`config.mk`:
```
export PLATFORM = sky130hd
export DESIGN_NAME = button_debounce_autorepeat
export DESIGN_NICKNAME = d
export VERILOG_FILES = /design/src/design/bda_pkg.sv /design/src/design/bda_lane.sv /design/src/design/bda_merge.sv /design/src/design/button_debounce_autorepeat.sv
export SDC_FILE = /design/constraint.sdc
export NUM_CORES = 2
export LEC_CHECK = 0
export BUFFER_PORTS_ARGS = -buffer_cell sky130_fd_sc_hd__buf_4
export CAP_MARGIN = 10
export CORE_MARGIN = 2
export CORE_UTILIZATION = 45
export DETAILED_ROUTE_END_ITERATION = 7
export HOLD_SLACK_MARGIN = 0.1
export PLACE_DENSITY_LB_ADDON = 0.05
export SYNTH_ARGS = -nofsm -noshare
export SYNTH_HDL_FRONTEND = slang
export SYNTH_HIERARCHICAL = 1
export SYNTH_SLANG_ARGS = --single-unit
```
`constraint.sdc`:
```
create_clock -name i_clk -period 22.7 [get_ports i_clk]
set_input_delay 4.54 -clock i_clk [delete_from_list [all_inputs] [get_ports i_clk]]
set_output_delay 4.54 -clock i_clk [all_outputs]
set_load 0.01 [all_outputs]
```
`src/design/bda_pkg.sv`:
```
// ----------------------------------------------------------------------------
// Button debounce package
// Shared widths, reset values, register indexes and types of the button
// debouncer with auto-repeat.
// ----------------------------------------------------------------------------
package bda_pkg;

    localparam int NUM_BUTTONS  = 4;
    localparam int FIELD_W      = 4;
    localparam int TIME_W       = 32;
    localparam int CFG_W        = 16;
    localparam int CFG_IDX_W    = 2;
    localparam int IN_TDATA_W   = 40;
    localparam int OUT_TDATA_W  = 8;

    localparam logic [CFG_W-1:0]   DEBOUNCE_RESET      = 16'd50;
    localparam logic [CFG_W-1:0]   REPEAT_DELAY_RESET  = 16'd400;
    localparam logic [CFG_W-1:0]   REPEAT_PERIOD_RESET = 16'd120;
    localparam logic [FIELD_W-1:0] REPEAT_MASK_RESET   = 4'd3;

    localparam logic [CFG_IDX_W-1:0] REG_DEBOUNCE_TIME = 2'd0;
    localparam logic [CFG_IDX_W-1:0] REG_REPEAT_DELAY  = 2'd1;
    localparam logic [CFG_IDX_W-1:0] REG_REPEAT_PERIOD = 2'd2;
    localparam logic [CFG_IDX_W-1:0] REG_REPEAT_MASK   = 2'd3;

    // Timing settings that every lane sees.
    typedef struct packed {
        logic [CFG_W-1:0] debounce_time;
        logic [CFG_W-1:0] repeat_delay;
        logic [CFG_W-1:0] repeat_period;
    } t_timing;

    // What one lane reports for the current item.
    typedef struct packed {
        logic fire;
        logic level;
    } t_lane_out;

endpackage

```
`src/design/bda_lane.sv`:
```
// ----------------------------------------------------------------------------
// Button debounce lane
// Debounce filter and auto-repeat timer of one button, updated per item.
// ----------------------------------------------------------------------------
module bda_lane
    import bda_pkg::*;
(
    input  logic              i_clk,
    input  logic              i_rst_n,
    input  logic              i_accept,
    input  logic [TIME_W-1:0] i_now_ms,
    input  logic              i_raw,
    input  logic              i_repeat_on,
    input  t_timing           i_timing,
    output t_lane_out         o_result
);

    logic              r_filt, n_filt;
    logic              r_prev;
    logic [TIME_W-1:0] r_change, n_change;
    logic [TIME_W-1:0] r_first, n_first;
    logic [TIME_W-1:0] r_last, n_last;

    logic [TIME_W-1:0] since_change;
    logic [TIME_W-1:0] since_first;
    logic [TIME_W-1:0] since_last;
    logic              stable;
    logic              press;
    logic              rep;

    always_comb begin
        n_change     = (i_raw != r_prev) ? i_now_ms : r_change;
        since_change = i_now_ms - n_change;
        since_first  = i_now_ms - r_first;
        since_last   = i_now_ms - r_last;
        stable       = since_change >= {{(TIME_W-CFG_W){1'b0}}, i_timing.debounce_time};
        press        = stable && i_raw && !r_filt;
        n_filt       = stable ? i_raw : r_filt;
        // A press pulse takes the place of a repeat check in the same item.
        rep          = stable && i_repeat_on && n_filt && !press
                       && (since_first >= {{(TIME_W-CFG_W){1'b0}}, i_timing.repeat_delay})
                       && (since_last >= {{(TIME_W-CFG_W){1'b0}}, i_timing.repeat_period});
        n_first      = press ? i_now_ms : r_first;
        n_last       = (press || rep) ? i_now_ms : r_last;
    end

    always_ff @(posedge i_clk) begin
        if (!i_rst_n) begin
            r_filt   <= 1'b0;
            r_prev   <= 1'b0;
            r_change <= '0;
            r_first  <= '0;
            r_last   <= '0;
        end else if (i_accept) begin
            r_filt   <= n_filt;
            r_prev   <= i_raw;
            r_change <= n_change;
            r_first  <= n_first;
            r_last   <= n_last;
        end
    end

    assign o_result.fire  = press || rep;
    assign o_result.level = n_filt;

endmodule

```
`src/design/bda_merge.sv`:
```
// ----------------------------------------------------------------------------
// Button debounce merge stage
// Gathers the lane results into one result item and holds it in an output
// register with a skid entry behind it.
// ----------------------------------------------------------------------------
module bda_merge
    import bda_pkg::*;
(
    input  logic                   i_clk,
    input  logic                   i_rst_n,
    input  logic                   i_accept,
    input  t_lane_out [NUM_BUTTONS-1:0] i_lanes,
    output logic                   o_in_ready,
    output logic                   o_valid,
    input  logic                   i_ready,
    output logic [OUT_TDATA_W-1:0] o_data
);

    logic [FIELD_W-1:0]     fire_field;
    logic [FIELD_W-1:0]     level_field;
    logic [OUT_TDATA_W-1:0] new_data;

    logic                   r_out_valid;
    logic [OUT_TDATA_W-1:0] r_out_data;
    logic                   r_skid_valid;
    logic [OUT_TDATA_W-1:0] r_skid_data;
    logic                   out_take;

    // Buttons past the field width do not appear; missing buttons read zero.
    for (genvar g = 0; g < FIELD_W; g++) begin : g_field
        if (g < NUM_BUTTONS) begin : g_have
            assign fire_field[g]  = i_lanes[g].fire;
            assign level_field[g] = i_lanes[g].level;
        end else begin : g_none
            assign fire_field[g]  = 1'b0;
            assign level_field[g] = 1'b0;
        end
    end

    assign new_data = {level_field, fire_field};
    assign out_take = r_out_valid && i_ready;

    always_ff @(posedge i_clk) begin
        if (!i_rst_n) begin
            r_out_valid  <= 1'b0;
            r_skid_valid <= 1'b0;
        end else begin
            if (i_accept) begin
                if (!r_out_valid || out_take) begin
                    r_out_valid <= 1'b1;
                    r_out_data  <= new_data;
                end else begin
                    r_skid_valid <= 1'b1;
                    r_skid_data  <= new_data;
                end
            end else if (out_take) begin
                if (r_skid_valid) begin
                    r_out_data   <= r_skid_data;
                    r_skid_valid <= 1'b0;
                end else begin
                    r_out_valid <= 1'b0;
                end
            end
        end
    end

    assign o_in_ready = !r_skid_valid;
    assign o_valid    = r_out_valid;
    assign o_data     = r_out_data;

endmodule

```
`src/design/button_debounce_autorepeat.sv`:
```
// ----------------------------------------------------------------------------
// Button debouncer with auto-repeat
// Debounces four buttons from timestamped samples and emits press and
// repeat pulses together with the debounced levels.
//
//   Channel   Direction  Item fields (lowest bit first)
//   s_axis    in         now_ms[31:0], raw_pressed[35:32], zero pad [39:36]
//   m_axis    out        fire_mask[3:0], filtered_mask[7:4]
//   cfg       in         write enable, register index, 16-bit data
//
// One item per cycle is accepted while input ready is high; its result is
// registered on acceptance. Every button lane does its three 32-bit subtracts
// and compares in the accept cycle, which sets the cycle time.
// Reset is synchronous and restores the register defaults and clears all
// button state. A stalled output keeps one more result in a skid entry;
// input ready drops only while that entry is occupied.
// ----------------------------------------------------------------------------
module button_debounce_autorepeat
    import bda_pkg::*;
(
    input  logic                   i_clk,
    input  logic                   i_rst_n,
    input  logic                   i_s_axis_tvalid,
    output logic                   o_s_axis_tready,
    // now_ms[31:0], raw_pressed[35:32], zero [39:36]
    input  logic [IN_TDATA_W-1:0]  i_s_axis_tdata,
    output logic                   o_m_axis_tvalid,
    input  logic                   i_m_axis_tready,
    // fire_mask[3:0], filtered_mask[7:4]
    output logic [OUT_TDATA_W-1:0] o_m_axis_tdata,
    input  logic                   i_cfg_we,
    input  logic [CFG_IDX_W-1:0]   i_cfg_index,
    input  logic [CFG_W-1:0]       i_cfg_data
);

    t_timing            r_timing;
    logic [FIELD_W-1:0] r_repeat_mask;

    logic                        accept;
    logic [TIME_W-1:0]           now_ms;
    logic [FIELD_W-1:0]          raw_pressed;
    t_lane_out [NUM_BUTTONS-1:0] lanes;

    always_ff @(posedge i_clk) begin
        if (!i_rst_n) begin
            r_timing.debounce_time <= DEBOUNCE_RESET;
            r_timing.repeat_delay  <= REPEAT_DELAY_RESET;
            r_timing.repeat_period <= REPEAT_PERIOD_RESET;
            r_repeat_mask          <= REPEAT_MASK_RESET;
        end else if (i_cfg_we) begin
            unique case (i_cfg_index)
                REG_DEBOUNCE_TIME: r_timing.debounce_time <= i_cfg_data;
                REG_REPEAT_DELAY:  r_timing.repeat_delay  <= i_cfg_data;
                REG_REPEAT_PERIOD: r_timing.repeat_period <= i_cfg_data;
                REG_REPEAT_MASK:   r_repeat_mask          <= i_cfg_data[FIELD_W-1:0];
                default: ;
            endcase
        end
    end

    assign accept      = i_s_axis_tvalid && o_s_axis_tready;
    assign now_ms      = i_s_axis_tdata[TIME_W-1:0];
    assign raw_pressed = i_s_axis_tdata[TIME_W +: FIELD_W];

    for (genvar b = 0; b < NUM_BUTTONS; b++) begin : g_lane
        logic raw_bit;
        logic rep_bit;
        // Buttons past the field width read released and never repeat.
        if (b < FIELD_W) begin : g_in
            assign raw_bit = raw_pressed[b];
            assign rep_bit = r_repeat_mask[b];
        end else begin : g_out
            assign raw_bit = 1'b0;
            assign rep_bit = 1'b0;
        end

        bda_lane u_lane (
            .i_clk       (i_clk),
            .i_rst_n     (i_rst_n),
            .i_accept    (accept),
            .i_now_ms    (now_ms),
            .i_raw       (raw_bit),
            .i_repeat_on (rep_bit),
            .i_timing    (r_timing),
            .o_result    (lanes[b])
        );
    end

    bda_merge u_merge (
        .i_clk      (i_clk),
        .i_rst_n    (i_rst_n),
        .i_accept   (accept),
        .i_lanes    (lanes),
        .o_in_ready (o_s_axis_tready),
        .o_valid    (o_m_axis_tvalid),
        .i_ready    (i_m_axis_tready),
        .o_data     (o_m_axis_tdata)
    );

endmodule

```
==> metrics.csv <==
stage,metric,value,unit
synth,ys.flop_type,dfxtp_1,
sta,fin_tns_setup,0,ns
synth,ys_ff_latch,462,
power_and_ir_drop,powerDensity,63.4,nW/um^2
setup_path,end_kind,register,
global_routing,grt-ovfl-total,0,
setup_path,r2r_end,g_lane[1].u_lane/r_last[3]$_SDFFE_PN0P_,
sta,period_share,48.4,%
hold_path,whs_endpoint,g_lane[2].u_lane/r_first[30]$_SDFFE_PN0P_,
final_layout,fin_area,49900,um^2
placement,hpwl,114,mm
setup_path,path_class,in -> reg,
sta,fmax,0.0911,GHz
detailed_routing,vias,43100,
clocking,post_cts_resized,0,
clocking,cts_tree,done,
global_routing,antenna_found_initial,3,
clocking,cts_setup_buffers,0,
detailed_routing,drt_iter0_markers,3309,
sta,finalHoldViolCount,0,
synth,yosys.cell_types.count,105,
detailed_routing,drt_pass1_iterations,6,
final_layout,final_net_count,6662,
detailed_routing,drc_errors,0,
placement,gp_congestion,0.913,
setup_path,rrSetupSlack,15.32,ns
power_and_ir_drop,p_leak,20.4,nW
synth,netlist_area,46800,um^2
final_layout,syn2layout_area_growth,6.71,%
global_routing,grt_pass1_wl,235,mm
synth,synthCells,6191,
detailed_routing,drt-total-wl,153,mm
detailed_routing,vias_per_cell,5.75,
sta,maxSlewHeadroom,21.0,%
setup_path,cp_max_fo,44,
power_and_ir_drop,peakVddDrop,0.0578,mV
sta,clock_skew,0.0372,ns
floorplan,num_rows,118,
placement,place_area,47900,um^2
floorplan,ioPinCount,73,
synth,yosysSeqAreaShare,20.1,%
synth,yosysWarnings,6,
global_routing,grtUsageTotal,27.9,%
job,maxCapViolCount,0,
clocking,cts_root_buffer,clkbuf_16,
setup_path,cp.arrival,11.48,ns
detailed_routing,ant_nets,0,
placement,portBuffers,68,
final_layout,drive_gt1_share,4.65,%
clocking,clkLatencyLatePin,0.68,ns
floorplan,start_util,45.3,%
sta,min_period,10.98,ns
hold_path,hold_depth,2,
synth,synth_fp_nets,6786,
synth,syn_area_per_cell,7.56,um^2
setup_path,reg2reg_depth,26,
clocking,htree_levels,2,
global_routing,grt_pass1_vias,40400,
global_routing,grt_max_degree,151,
floorplan,core,103000,um^2
hold_path,min_path_type,reg -> reg,
final_layout,final_common_cell,nand2_1,
setup_path,rr_startpoint,g_lane[1].u_lane/r_prev$_SDFFE_PN0P_,
final_layout,final_cell_mix,"972 x nand2_1, 548 x inv_1, 524 x ha_1",
sta,rsz0062_at_grt,no,
clocking,hold_buffers,0,
clocking,numCtsBuffers,58,
sta,worst_slew_pin_slew,1.18,ns
clocking,clk_pin_slew_worst_paths,0.06,ns
floorplan,fp.dieH,326,um
sta,drv_slew,0,
hold_path,holdCritStartpoint,g_lane[2].u_lane/r_first[30]$_SDFFE_PN0P_,
clocking,cts_buffer_depth,3,
clocking,cts.sinks,462,
sta,setup_viol,0,
synth,synth-edff-count,16,
detailed_routing,wl_per_cell,20.5,um
setup_path,cp.required,23.20,ns
floorplan,die-area,107000,um^2
synth,synthArstFlopShare,0,%
status,outcome,"finished, final reports clean",
final_layout,fill_cells,10500,
setup_path,cp-start-kind,input port,
floorplan,die_x,326,um
[flip-flops by register name, summed over array words and instances, names as in the netlist, 4 cells and up]
| name | count |
|---|---|
| g_lane.u_lane/r_last | 128 |
| r_timing | 48 |
| r_repeat_mask | 4 |
| u_merge/o_data | 8 |
| g_lane.u_lane/r_change | 128 |
| u_merge/r_skid_data | 8 |
| g_lane.u_lane/r_filt | 4 |
| g_lane.u_lane/r_prev | 4 |
| g_lane.u_lane/r_first | 128 |
[routing by layer]
| layer | routed length (um) | GRT usage (%) |
|---|---|---|
| met4 | 5150 | 8.81 |
| met2 | 64400 | 42.5 |
| met1 | 76900 | 41.0 |
| met5 | 23 | 0 |
| met3 | 6960 | 2.76 |
[worst max-delay path by stage]
stage	startpoint	endpoint	slack, ns	cells past startpoint
after CTS	i_s_axis_tdata[33]	g_lane[1].u_lane/r_last[8]$_SDFFE_PN0P_	11.81	27
after global routing	i_s_axis_tdata[33]	g_lane[1].u_lane/r_last[6]$_SDFFE_PN0P_	11.31	27
final	i_s_axis_tdata[34]	g_lane[2].u_lane/r_last[22]$_SDFFE_PN0P_	11.72	27
after global placement	i_s_axis_tdata[33]	g_lane[1].u_lane/r_last[4]$_SDFFE_PN0P_	11.17	27
after detailed placement	i_s_axis_tdata[33]	g_lane[1].u_lane/r_last[8]$_SDFFE_PN0P_	11.11	27
after floorplan	i_s_axis_tdata[33]	u_merge/o_data[5]$_DFFE_PP_	11.70	30
[Yosys cell counts (30+ instances only)]
library cell | n | area, um^2
nand2b_1 | 74 | 463
xnor2_1 | 174 | 1520
or3_1 | 34 | 213
a31oi_1 | 55 | 344
o31ai_1 | 30 | 225
nor4_1 | 32 | 200
a211oi_1 | 105 | 788
o21a_1 | 95 | 713
nand4_1 | 108 | 676
clkbuf_1 | 214 | 803
a21oi_1 | 492 | 2460
o21bai_1 | 34 | 255
nor2_1 | 351 | 1320
nor2b_1 | 88 | 551
o211ai_1 | 48 | 360
mux2i_1 | 409 | 4090
nand2_1 | 972 | 3650
inv_1 | 548 | 2060
nand3_1 | 93 | 465
and2_1 | 36 | 225
a21o_1 | 139 | 1040
and3_1 | 37 | 231
nor3_1 | 70 | 350
dfxtp_1 | 446 | 8930
o21ai_0 | 242 | 1210
ha_1 | 524 | 6560
xor2_1 | 113 | 990
a21boi_0 | 34 | 255
[critical path, stage by stage]
cell     delay, ns
buf_4         0.18
xnor2_2       0.13
buf_4         0.52
nand2_1       0.10
o21ai_0       0.13
ha_1          0.30
inv_1         0.07
ha_1          0.19
a21oi_1       0.27
o32a_1        0.23
and2_1        0.22
and2_1        0.20
o21ai_0       0.16
a21o_1        0.23
a21oi_1       0.19
xnor2_1       0.14
ha_1          0.26
nand4_1       0.13
a21oi_1       0.08
or3_1         0.37
a211o_1       0.27
or4_1         0.47
nor4_1        0.34
nand4_1       0.14
or4_1         0.63
and4b_2       0.68
mux2i_1       0.24
[power breakdown]
part	switching [mW]	internal [mW]
logic	0.786	0.508
clock network	0.406	0.558
registers	0.0417	0.866
[cells by family after synthesis]
group / share of synthesized area, %
AOI/OAI and AO/OA: 23.1
xor gates and xnor gates: 5.58
adders and majority gates: 14.9
buffers and inverters: 7.42
DFF: 20.1
muxes: 9.21
and+or+nand+nor: 19.7
[metrics by stage]
step           power (mW)  setup WS (ns)  instances  util, %  hold slack (ns)
2_1_floorplan        1.88          11.70       6191        -            0.434
3_3_place_gp         2.19          11.17       7385     46.4            0.442
3_5_place_dp         2.20          11.11       7385     46.4            0.446
4_1_cts              3.18          11.81       7491     48.3            0.458
5_1_grt              3.38          11.31       7493     48.3            0.470
6_report             3.17          11.72       7494     48.3            0.454
[layout make-up]
cell class                      count  area, um^2  area share (%)
Multi-Input combinational cell   4896       34000            68.0
Sequential cell                   462        9410            18.8
Inverter                          550        2060            4.14
Tap cell                         1380        1730            3.46
Clock buffer                       82        1710            3.42
Timing Repair Buffer               99         803            1.61
Clock inverter                     24         243           0.486
Antenna cell                        1        2.50         0.00501
Note: power is estimated with default switching activity, not from simulation.
